File: src/phmb_pkg.sv
package phmb_pkg;

    // Field widths of the item streams and configuration registers
    localparam int COORD_W   = 32;
    localparam int INDEX_W   = 8;
    localparam int CPM_W     = 16;
    localparam int S_TDATA_W = 120;
    localparam int M_TDATA_W = 56;

    // Commands
    localparam logic [1:0] CMD_INSERT = 2'd0;
    localparam logic [1:0] CMD_READ   = 2'd1;
    localparam logic [1:0] CMD_CLEAR  = 2'd2;

    // Configuration register indexes
    localparam logic [1:0] REG_ORIGIN_X        = 2'd0;
    localparam logic [1:0] REG_ORIGIN_Z        = 2'd1;
    localparam logic [1:0] REG_CELLS_PER_METRE = 2'd2;

    localparam logic [CPM_W-1:0] CPM_RESET = 16'd200;

    typedef struct packed {
        logic signed [COORD_W-1:0] origin_x;
        logic signed [COORD_W-1:0] origin_z;
        logic [CPM_W-1:0]          cells_per_metre;
    } phmb_cfg_t;

    typedef struct packed {
        logic in_load;
        logic prod_load;
        logic bin_load;
        logic mem_rd;
        logic out_load;
        logic clr_step;
    } phmb_ctl_t;

endpackage

File: src/phmb_cfg.sv
module phmb_cfg (
    input  logic                aclk,
    input  logic                aresetn,
    input  logic                cfg_valid,
    output logic                cfg_ready,
    input  logic [1:0]          cfg_index,
    input  logic [31:0]         cfg_data,
    output phmb_pkg::phmb_cfg_t cfg
);
    import phmb_pkg::*;

    phmb_cfg_t cfg_reg;

    always_ff @(posedge aclk) begin
        if (!aresetn) begin
            cfg_reg.origin_x        <= '0;
            cfg_reg.origin_z        <= '0;
            cfg_reg.cells_per_metre <= CPM_RESET;
        end else if (cfg_valid) begin
            case (cfg_index)
                REG_ORIGIN_X:        cfg_reg.origin_x        <= $signed(cfg_data);
                REG_ORIGIN_Z:        cfg_reg.origin_z        <= $signed(cfg_data);
                REG_CELLS_PER_METRE: cfg_reg.cells_per_metre <= cfg_data[CPM_W-1:0];
                default: ;
            endcase
        end
    end

    assign cfg_ready = 1'b1;
    assign cfg       = cfg_reg;

endmodule

File: config.mk
export PLATFORM = sky130hd
export DESIGN_NAME = phmb_cfg
export DESIGN_NICKNAME = d
export VERILOG_FILES = /design/src/phmb_pkg.sv /design/src/phmb_cfg.sv
export SDC_FILE = /design/constraint.sdc
export NUM_CORES = 1
export LEC_CHECK = 0
export BUFFER_PORTS_ARGS = -buffer_cell sky130_fd_sc_hd__buf_2
export CORE_MARGIN = 1.5
export CORE_UTILIZATION = 52
export CTS_CLUSTER_SIZE = 28
export DETAILED_ROUTE_END_ITERATION = 8
export PLACE_DENSITY = 0.84
export SYNTH_ARGS = -nofsm -noshare
export SYNTH_HDL_FRONTEND = slang
export SYNTH_SLANG_ARGS = --single-unit
export TNS_END_PERCENT = 5
File: constraint.sdc
create_clock -name aclk -period 1.9 [get_ports aclk]
set_input_delay 0.19 -clock aclk [delete_from_list [all_inputs] [get_ports aclk]]
set_output_delay 0.19 -clock aclk [all_outputs]
set_load 0.03 [all_outputs]
==> impl_results.md <==
- Final hold violation count: 0
- Avg Cell Area, Syn: 10.16 sq um
- First-pass GRT wire length: 10360 um
- Commonest non-fill, non-tap cell in the layout: buf_2
- Status: finished clean
- Drt drc: 0
- Post-synthesis compound-gate area fraction: less than 1%
- Xor-xnor portion of the synthesized cell area: 0%
- Non-Filler Instances: 490
- Clock-pin slew on the worst setup and hold paths: 0.08 ns
- Total grt overflow: 0
- Post-Syn Instances: 302
- CTS Buf Count: 9
- Place WS: a little over 0.6 ns
- Synth warnings: 0
- Cell area after layout: 3815 sq um
- HP Start: cfg_data[30]
- Die Span Y: 79.81 um
- Critical Path End: cfg[18]
- CP max FO: 2
- Fillers: around 470
- CP top delay family: flip-flops
- Crit start category: flop
- Io pins: ~120
- Tot Pwr: between 3 and 4 mW
- Area leader, netlist: dfxtp_1
- Critical path class: reg -> out
- Layout cell share with drive strength beyond 1: around a third
- Routed Wire Length: 6605 um
- CTS HTree Levels: 3
- Finished Core Util: between 60 and 70%
- Register area share after synthesis: between 50% and 60%
- Antenna Cells: 0
- Hold buffer count at cts: 0
- Area added between synthesis and finish: 24.35%
- Chip Width: around 80 um
- Core area: 5608 sq um
- Post-DP Area: between 3000 and 4000 sq um
- Synth unique cells: 17
- Crit. Startpoint: cfg[18]$_SDFFE_PN0P_
- Num rows: 27
- Worst reg2reg path startpoint: cfg[14]$_SDFFE_PN0P_
- Antenna viol nets, final: 0
- Reg-to-Reg End: cfg[14]$_SDFFE_PN0P_
- Final worst slack: approximately 0.8 ns
- GPL Wtd Cong: between 0.7 and 0.8
- Bufs on Longest Clock Path: 2
- Die ar.: 6370 sq um
- Starting Density: about 55%
- CP arrival: roughly 0.9 ns
- Post-synth top area share: between 50 and 60%
- Simple-Gate Fraction of Synth Area: 15.54%
- Top cells by area, synth: dfxtp_1, mux2i_1, nand2_1
- Hold Crit Class: in -> reg
- Crit path capture type: primary output
- Setup Viol. Count Final: 0
- Setup Buffers After CTS: 0
- Main combinational cell family by area after synthesis: multiplexers
- Most frequent cells in the layout: buf_2, nand2_1, dfxtp_1
- Max-slew violations: 0
- Maxcap violations: 0
- Total GRT Usage: 21.23%
- Pre-antenna DRT Iters: 4
- Crit-path cells: buf_2
- Largest net degree at the start of global routing: 69
- Post-CTS sizing: 0
- R2r worst-path depth: 2
- Seq cells post-synth: 80
- Max reg flops: 80
- Pwr dens: 891.1 nW/um^2
- Clock sinks: 80
- Setup slack, reg-to-reg: ~1.2 ns
- WL/cell: about 13 um
- Synthesized cell area: just over 3000 sq um
- Final TNS setup: 0 ns
- Worst path bufs/invs: 1
- Clock root buffer: clkbuf_8
- Port Buffers: roughly 120
- Max Freq: between 0.9 and 1 GHz
- TritonCTS clock tree: built
- Vias in the first global route: 2321
- Syn nets: about 340
- CP max-delay cell: dfxtp_1
- Synth Area in Adders: 0%
- Worst Skew: 0 ns
- Worst IR drop on VDD: approximately 500 uV
- Critical Path RT: ~1.7 ns
- Leak pwr: about 2 nW
- Vias per std cell: between 4 and 5
- Clock Latency Late Sink: 0.34 ns
- Post-synthesis mux area share: 25.12%
- Period utilization: between 50% and 60%
- Crit-path max cell delay: 0.36 ns
- Post-DP HPWL: about 4600 um
- Min cycle time layout: roughly 1.1 ns
- Placed cell count: 474
- RSZ-0062 raised after global routing: no
- Antenna violations before repair: 0
- Via count of the routed design: ~2400
- Hold WS: 0.1076 ns
- 1st-iter DRT viols: 94
- Net total in the final layout: 450
- Crit path depth: 1
## synth_stat cells
| library cell | instances |
|---|---|
| nand2_1 | 109 |
| dfxtp_1 | 80 |
| mux2i_1 | 77 |
| buf_2 | 7 |
| buf_6 | 4 |
| buf_12 | 3 |
| buf_4 | 3 |
| clkbuf_1 | 3 |
| inv_1 | 3 |
| nand4b_1 | 3 |
| o211ai_1 | 3 |
| buf_1 | 2 |
| and3b_2 | 1 |
| conb_1 | 1 |
| nand3b_1 | 1 |
| nand3b_2 | 1 |
| nor3b_2 | 1 |
## tightest hold or removal path, delay by kind of cell
kind / cells / cell delay, ns
buf+inv: 1 / 0.10
simple gates: 1 / 0.06
mux: 1 / 0.06
## area by class of cell
type,instances,area [sq um],share of cell area [%]
Timing Repair Buffer,122,640.6,16.79
Multi-Input combinational cell,197,1280,33.55
Clock inverter,2,38.79,1.017
Clock buffer,14,152.6,4.001
Inverter,3,11.26,0.2952
Tap cell,72,90.09,2.361
Sequential cell,80,1602,41.98
## how the worst min path moves through the flow
stage	endpoint	cells past startpoint
after floorplan	cfg[19]$_SDFFE_PN0P_	2
after global placement	cfg[79]$_SDFFE_PN0P_	2
after detailed placement	cfg[78]$_SDFFE_PN0P_	2
after CTS	cfg[46]$_SDFFE_PN0P_	3
after global routing	cfg[33]$_SDFFE_PN0P_	3
final	cfg[46]$_SDFFE_PN0P_	3
## power breakdown
part	total, mW	internal (mW)	switching [mW]
combinational	0.411	0.140	0.272
sequential	1.77	1.74	0.0297
clock	1.22	0.649	0.574
total	3.40	2.52	0.875
## cells by family (layout without fill, tap and decap cells)
group,count (synthesis),in the layout
AO/OA/AOI/OAI,3,3
other,1,1
buffers and inverters,25,141
AND/OR/NAND/NOR,116,116
multiplexers,77,77
flip-flops,80,80
## metal layers
layer / vias up / share of wire [%] / GRT usage (%)
li1: 1217 / - / -
met1: 1126 / 41 / 23.14
met2: 80 / 51 / 38.56
met3: 18 / 6.1 / 4.457
met4: 0 / 2.0 / 10.69
met5: - / 0 / 0
No activity file was read; power rests on OpenSTA's default activity.
