===== src/phmb_pkg.sv =====
package phmb_pkg;

    // Field widths of the item streams and configuration registers
    localparam int COORD_W   = 32;
    localparam int INDEX_W   = 8;
    localparam int CPM_W     = 16;
    localparam int S_TDATA_W = 120;
    localparam int M_TDATA_W = 56;

    // Commands
    localparam logic [1:0] CMD_INSERT = 2'd0;
    localparam logic [1:0] CMD_READ   = 2'd1;
    localparam logic [1:0] CMD_CLEAR  = 2'd2;

    // Configuration register indexes
    localparam logic [1:0] REG_ORIGIN_X        = 2'd0;
    localparam logic [1:0] REG_ORIGIN_Z        = 2'd1;
    localparam logic [1:0] REG_CELLS_PER_METRE = 2'd2;

    localparam logic [CPM_W-1:0] CPM_RESET = 16'd200;

    typedef struct packed {
        logic signed [COORD_W-1:0] origin_x;
        logic signed [COORD_W-1:0] origin_z;
        logic [CPM_W-1:0]          cells_per_metre;
    } phmb_cfg_t;

    typedef struct packed {
        logic in_load;
        logic prod_load;
        logic bin_load;
        logic mem_rd;
        logic out_load;
        logic clr_step;
    } phmb_ctl_t;

endpackage


===== src/phmb_ctrl.sv =====
module phmb_ctrl (
    input  logic                aclk,
    input  logic                aresetn,
    input  logic                s_tvalid,
    output logic                s_tready,
    input  logic [1:0]          s_command,
    output logic                m_tvalid,
    input  logic                m_tready,
    input  logic                sweep_last,
    output phmb_pkg::phmb_ctl_t ctl
);
    import phmb_pkg::*;

    typedef enum logic [2:0] {
        ST_CLEAR,
        ST_IDLE,
        ST_MUL,
        ST_BIN,
        ST_READ,
        ST_DONE
    } state_t;

    state_t state_reg;
    logic   pending_reg;
    logic   m_tvalid_reg;
    logic   out_free;

    assign out_free = !m_tvalid_reg || m_tready;

    always_comb begin
        ctl = '0;
        case (state_reg)
            ST_CLEAR: ctl.clr_step  = 1'b1;
            ST_IDLE:  ctl.in_load   = s_tvalid;
            ST_MUL:   ctl.prod_load = 1'b1;
            ST_BIN:   ctl.bin_load  = 1'b1;
            ST_READ:  ctl.mem_rd    = 1'b1;
            ST_DONE:  ctl.out_load  = out_free;
            default:  ctl = '0;
        endcase
    end

    always_ff @(posedge aclk) begin
        if (!aresetn) begin
            state_reg    <= ST_CLEAR;
            pending_reg  <= 1'b0;
            m_tvalid_reg <= 1'b0;
        end else begin
            case (state_reg)
                ST_CLEAR: begin
                    if (sweep_last) begin
                        state_reg   <= pending_reg ? ST_DONE : ST_IDLE;
                        pending_reg <= 1'b0;
                    end
                end
                ST_IDLE: begin
                    if (s_tvalid) begin
                        if (s_command == CMD_CLEAR) begin
                            state_reg   <= ST_CLEAR;
                            pending_reg <= 1'b1;
                        end else begin
                            state_reg <= ST_MUL;
                        end
                    end
                end
                ST_MUL:  state_reg <= ST_BIN;
                ST_BIN:  state_reg <= ST_READ;
                ST_READ: state_reg <= ST_DONE;
                ST_DONE: begin
                    if (out_free) begin
                        state_reg <= ST_IDLE;
                    end
                end
                default: state_reg <= ST_IDLE;
            endcase

            if (ctl.out_load) begin
                m_tvalid_reg <= 1'b1;
            end else if (m_tready) begin
                m_tvalid_reg <= 1'b0;
            end
        end
    end

    assign s_tready = (state_reg == ST_IDLE);
    assign m_tvalid = m_tvalid_reg;

endmodule


===== config.mk =====
export PLATFORM = sky130hd
export DESIGN_NAME = phmb_ctrl
export DESIGN_NICKNAME = d
export VERILOG_FILES = /design/src/phmb_pkg.sv /design/src/phmb_ctrl.sv
export SDC_FILE = /design/constraint.sdc
export NUM_CORES = 1
export LEC_CHECK = 0
export BUFFER_PORTS_ARGS = -buffer_cell sky130_fd_sc_hd__buf_2
export CORE_AREA = 10 10 47 49
export DETAILED_ROUTE_END_ITERATION = 8
export DIE_AREA = 0 0 57 59
export PLACE_DENSITY = 0.45
export SKIP_CTS_REPAIR_TIMING = 1
export SYNTH_ARGS = -nofsm -noshare
export SYNTH_HDL_FRONTEND = slang
export SYNTH_SLANG_ARGS = --single-unit

===== constraint.sdc =====
create_clock -name aclk -period 1.9 [get_ports aclk]
set_input_delay 0.19 -clock aclk [delete_from_list [all_inputs] [get_ports aclk]]
set_output_delay 0.19 -clock aclk [all_outputs]
set_load 0.05 [all_outputs]

==> results of run 1 <==
==> cell type report <==
class / instances / area, um2 / share of cell area [%]
clock buffers: 4 / 26.3 / 6.36
multi-input cells: 28 / 196 / 47.6
flip-flops and latches: 5 / 100 / 24.2
well taps: 16 / 20.0 / 4.85
repair buffers: 14 / 70.1 / 17.0
==> critical path: stages (launching register included) <==
cell     delay, ns
dfxtp_1       0.55
nand2_1       0.15
nor3_2        0.15
buf_2         0.29
==> metrics by stage <==
stage	hold slack (ns)	instances	instance area, um2	setup WS, ns
global route	0.243	67	413	0.124
detailed placement	0.484	63	387	0.574
finish	0.230	67	413	0.310
floorplan	0.307	36	327	0.0840
CTS	0.225	67	413	0.300
global placement	0.483	63	387	0.600
==> power by group <==
part	internal [W]	switching, W
logic	0.0000258	0.0000493
clock network	0.0000795	0.0000455
registers	0.000110	0.0000117
==> per-layer routing <==
layer | share of wire, % | track usage (%) | vias to the layer above
met5 | 0 | 0 | -
met4 | 0.99 | 2.01 | 0
met3 | 11 | 4.29 | 2
met2 | 37 | 6.05 | 15
met1 | 51 | 6.32 | 134
li1 | - | - | 160
==> cells in the final DEF (no fill, tap or decap) <==
| master | n |
|---|---|
| o31a_1 | 1 |
| nand2_1 | 1 |
| or2b_1 | 1 |
| and4b_2 | 1 |
| a31o_1 | 1 |
| nand3b_1 | 1 |
| buf_2 | 14 |
| a21boi_0 | 1 |
| clkbuf_4 | 3 |
| o21ai_0 | 2 |
| o311a_1 | 2 |
| nor2b_1 | 2 |
| clkbuf_1 | 1 |
| nor2_1 | 2 |
| and2_1 | 1 |
| nor3b_1 | 2 |
| nand2b_1 | 4 |
| nand3_1 | 1 |
| o21a_1 | 1 |
| nor3_1 | 1 |
| and3b_4 | 1 |
| dfxtp_1 | 5 |
| a21oi_1 | 1 |
| nor3_2 | 1 |
==> cell families after synthesis <==
| family | count (synthesis) |
|---|---|
| simple gates | 19 |
| compound gates | 9 |
| flops | 5 |
| buf+inv | 3 |
==> Yosys cell counts (all sizes together), types with 2 or more instances <==
master	n
buf	3
o21ai	2
o311a	2
nor2	2
nor3	2
dfxtp	5
nor3b	2
nor2b	2
nand2b	4
==> how the worst min path moves through the flow <==
stage	cells after the start	slack, ns	end
CTS	2	0.23	state_reg[0]$_SDFFE_PN0P_
finish	2	0.23	state_reg[0]$_SDFFE_PN0P_
detailed placement	2	0.48	state_reg[0]$_SDFFE_PN0P_
global route	2	0.24	state_reg[0]$_SDFFE_PN0P_
floorplan	1	0.31	state_reg[0]$_SDFFE_PN0P_
global placement	2	0.48	state_reg[0]$_SDFFE_PN0P_
==> results_dict.tcl, run 1 <==
set metrics [dict create \
    r2r_slack_ns 0.66 \
    grt_pass1_vias 304 \
    cts_htree_levels 1 \
    setup_tns_ns 0 \
    synth-seq-cells 5 \
    clock.fmax_mhz 629 \
    drt-initial-drc-count 6 \
    hold_class "primary input to register" \
    post-route-min-period_ns 1.59 \
    powerDensity_nw_per_um2 779 \
    diodes 0 \
    numCtsBuffers 3 \
    die_y_um 59 \
    synthAdderAreaFrac_pct 0 \
    gp_congestion 0.789 \
    synth_area_leaders "dfxtp_1, nand2b_1, buf_6, o311a_1, nor3b_1" \
    syn_nets 43 \
    dp_hpwl_um 659 \
    synth_edf_count 0 \
    finalSetupViolCount 0 \
    crit_start "state_reg[0]$_SDFFE_PN0P_" \
    hold_start "aresetn" \
    pin_count 15 \
    vias 311 \
    clock_skew_ns 0.00325 \
    start_kind "register" \
    muxShareOfSynthArea_pct 0 \
    synth_compound_area_share_pct 20.7 \
    ys_types 23 \
    outcome "complete, no violations" \
    syn2layout_area_growth_pct 26.4 \
    yosysTopAreaCell "dfxtp_1" \
    r2r-end "state_reg[2]$_SDFFE_PN0P_" \
    synth_cells 36 \
    drt_wl_total_um 811 \
    synth-xor-area-share_pct 0 \
    critPathArrivalTime_ns 1.40 \
    fin_crit_sh_pct 83.7 \
    power_w 0.000321 \
    cap_violations 0 \
    yosys.area.top_type_share_pct 30.7 \
    r2r_start "state_reg[1]$_SDFFE_PN0P_" \
    ant_nets 0 \
    max_slew.worst_pin.slew_ns 0.393 \
    yosysSeqAreaShare_pct 30.7 \
    crit_type "register to output port" \
    synth_top_family_by_area "simple AND/OR/NAND/NOR gates" \
    grt_pass1_wl_um 1350 \
    fp-row-count 14 \
    die_area_um2 3360 \
    die_w_um 57 \
    cts_root_buf "clkbuf_4" \
    hold_violations 0 \
    core_um2 1400 \
    cp_max_fo 14 \
    critPathCaptureType "output port" \
    clk_pin_slew_ns 0.05 \
    grt_max_degree 15 \
    grt_antenna_before_repair 0 \
    largest_reg_flops 3 \
    syn_avg_cell_area_um2 9.07 \
    overflow 0 \
    fillers 162 \
    final_core_util_pct 29.5 \
    slew_headroom_pct 73.7 \
    cts_max_path_buffers 2 \
    wl_per_cell_um 12.1 \
    syn_area_um2 327 \
    drive_gt1_share_pct 39.2 \
    cts_tree "yes" \
    firstDrtPassIters 4 \
    initial_utilization_pct 23.3 \
    required_ns 1.71 \
    clock_sinks 5 \
    nets 59 \
    drv_slew 0 \
    power_leakage_nw 0.197 \
    synthArstFlopShare_pct 0 \
    synthFlopType "dfxtp_1" \
    rr_worst_depth 3 \
    track_usage_pct 5.11 \
    drc 0 \
    irDropWorstVdd_v 0.000296 \
    port_buffers 14 \
    synth-simple-area-share_pct 39.5 \
    yosys_warnings 0 \
    cp-endpoint "ctl[5]" \
    clk-insertion-delay-late_ns 0.24 \
    via_per_inst 4.64 \
    rsz0062_at_grt "no" \
]
Power figures use the tool's default switching activity.
==> run 2, diff against run 1 <==
ABC_AREA = 1   (was not set)
PLACE_DENSITY = 0.48   (was 0.45)
clock period = 1.33 ns   (was 1.9 ns; I/O delays follow)
==> run 2 against run 1 <==
  * Global-route usage is 0.50 points higher
  * Clock power rose by 33%
  * Design area up 23%
  * Sequential cell count unchanged
  * Via count increased by 27%
  * Highest routed layer unchanged
  * Sequential share of layout area down 3.3 points
  * Clock skew barely moved
  * Utilization grew 6.7 points
  * Setup slack got worse by 0.24 ns
  * Routed wire length up 14%
  * Largest power group is now combinational logic
  * Clock-buffer cell count unchanged
  * Hold slack worse by 0.084 ns
==> results_dict.tcl, run 2 <==
set metrics [dict create \
    yosysTopAreaCell "dfxtp_1" \
    die_w_um 57 \
    power_leakage_nw 0.270 \
    nets 83 \
    powerDensity_nw_per_um2 1500 \
    setup_tns_ns 0 \
    syn2layout_area_growth_pct 50.0 \
    diodes 0 \
    fin_crit_sh_pct 94.4 \
    layout.cells.most_common_list "nor2_1, inv_1, buf_2" \
    cts_root_buf "clkbuf_4" \
    required_ns 1.20 \
    yosysSeqAreaShare_pct 29.6 \
    cts_tree "yes" \
    fin_cells 91 \
    clock.fmax_mhz 796 \
    drc 0 \
    place_area_um2 440 \
    critPathArrivalTime_ns 1.12 \
    critPathCaptureType "output port" \
    synth_most_common_cell "nor2_1" \
    hold_violations 0 \
    vias 396 \
    post-route-min-period_ns 1.26 \
    setup_ws_ns 0.0744 \
    place_inst 86 \
    crit_type "register to output port" \
    drv_slew 0 \
    die_y_um 59 \
    clk-insertion-delay-late_ns 0.23 \
    synthTopCellsByCount "nor2_1, inv_1, nand3_1" \
    rsz0062_at_grt "yes" \
    synth_cells 56 \
    syn_area_um2 338 \
    max_slew.worst_pin.slew_ns 0.257 \
    clk_pin_slew_ns 0.04 \
    synth-seq-cells 5 \
    synthFlopType "dfxtp_1" \
    gp_congestion 0.760 \
    dp_hpwl_um 789 \
    irDropWorstVdd_v 0.000525 \
    grt_antenna_before_repair 0 \
    slew_headroom_pct 83.0 \
    start_kind "register" \
    numCtsBuffers 3 \
    ant_nets 0 \
    drt_wl_total_um 923 \
    port_buffers 14 \
    yosys_warnings 0 \
    initial_utilization_pct 24.1 \
    cap_violations 0 \
    final_common_cell "nor2_1" \
    grt_pass1_vias 361 \
    finalSetupViolCount 0 \
    drt-initial-drc-count 6 \
    largest_reg_flops 3 \
    grt_max_degree 8 \
    ys_types 14 \
    fp-row-count 14 \
    syn_nets 63 \
    firstDrtPassIters 4 \
    yosys.area.top_type_share_pct 29.6 \
    hold_class "primary input to register" \
    stdcell_area_um2 507 \
    syn_avg_cell_area_um2 6.03 \
    outcome "complete, no violations" \
    synthArstFlopShare_pct 0 \
    pin_count 15 \
    grt_pass1_wl_um 1490 \
    cts_htree_levels 1 \
    clock_skew_ns 0.00314 \
    pre_cts_ws_ns 0.146 \
    cp_max_fo 5 \
    via_per_inst 4.35 \
    core_um2 1400 \
    overflow 0 \
    die_area_um2 3360 \
    synth_area_leaders "dfxtp_1, nor2_1, nand3_1, inv_1, nand2_1" \
    drive_gt1_share_pct 44.0 \
    wl_per_cell_um 10.1 \
    clock_sinks 5 \
    synth_edf_count 0 \
    cts_max_path_buffers 2 \
    track_usage_pct 5.61 \
]
run 2: worst paths after layout:
check,startpoint,end,slack [ns],cells after the start
setup reg to reg,state_reg[1]$_SDFFE_PN0P_,state_reg[2]$_SDFFE_PN0P_,0.26,6
hold / removal,aresetn,state_reg[0]$_SDFFE_PN0P_,0.15,3
setup / recovery,state_reg[0]$_SDFFE_PN0P_,ctl[3],0.07,5
hold reg to reg,pending_reg$_SDFFE_PN0P_,pending_reg$_SDFFE_PN0P_,0.46,2
run 2: where the power goes:
part	internal [W]	switching, W	total (W)
Sequential	0.000176	0.0000307	0.000206
Combinational	0.000118	0.000270	0.000388
Clock	0.000113	0.0000530	0.000166
run 2: stage by stage:
step / total power, W / hold WS [ns] / util (%)
after CTS: 0.000739 / 0.147 / 33.3
after global routing: 0.000820 / 0.139 / 36.2
final: 0.000760 / 0.146 / 36.2
after floorplan: 0.000486 / 0.261 / -
after global placement: 0.000566 / 0.398 / 31.4
after detailed placement: 0.000564 / 0.397 / 31.4
run 2: critical path, stage by stage, from the launching register on:
cell	delay, ns
dfxtp_4	0.37
inv_2	0.07
nor2_4	0.11
inv_1	0.08
nor2_2	0.09
buf_6	0.16
run 2: layout make-up:
class                           count  area (um2)
Fill cell                         165         895
Tap cell                           16        20.0
Multi-Input combinational cell     39         208
Sequential cell                     5         106
Inverter                           12        45.0
Clock buffer                        4        26.3
Timing Repair Buffer               15         101
run 2: cell families after synthesis:
family	Yosys count	synth area share (%)
AND/OR/NAND/NOR	35	51.1
buffers and inverters	12	13.3
flip-flops	5	29.6
AO/OA/AOI/OAI	4	5.92
run 2: metal layers:
metal	track usage [%]	vias to the layer above	wire length, um
met5	0	-	0
met1	4.85	175	382
met4	5.03	0	10
met3	2.15	2	28
li1	-	215	-
met2	9.92	4	501
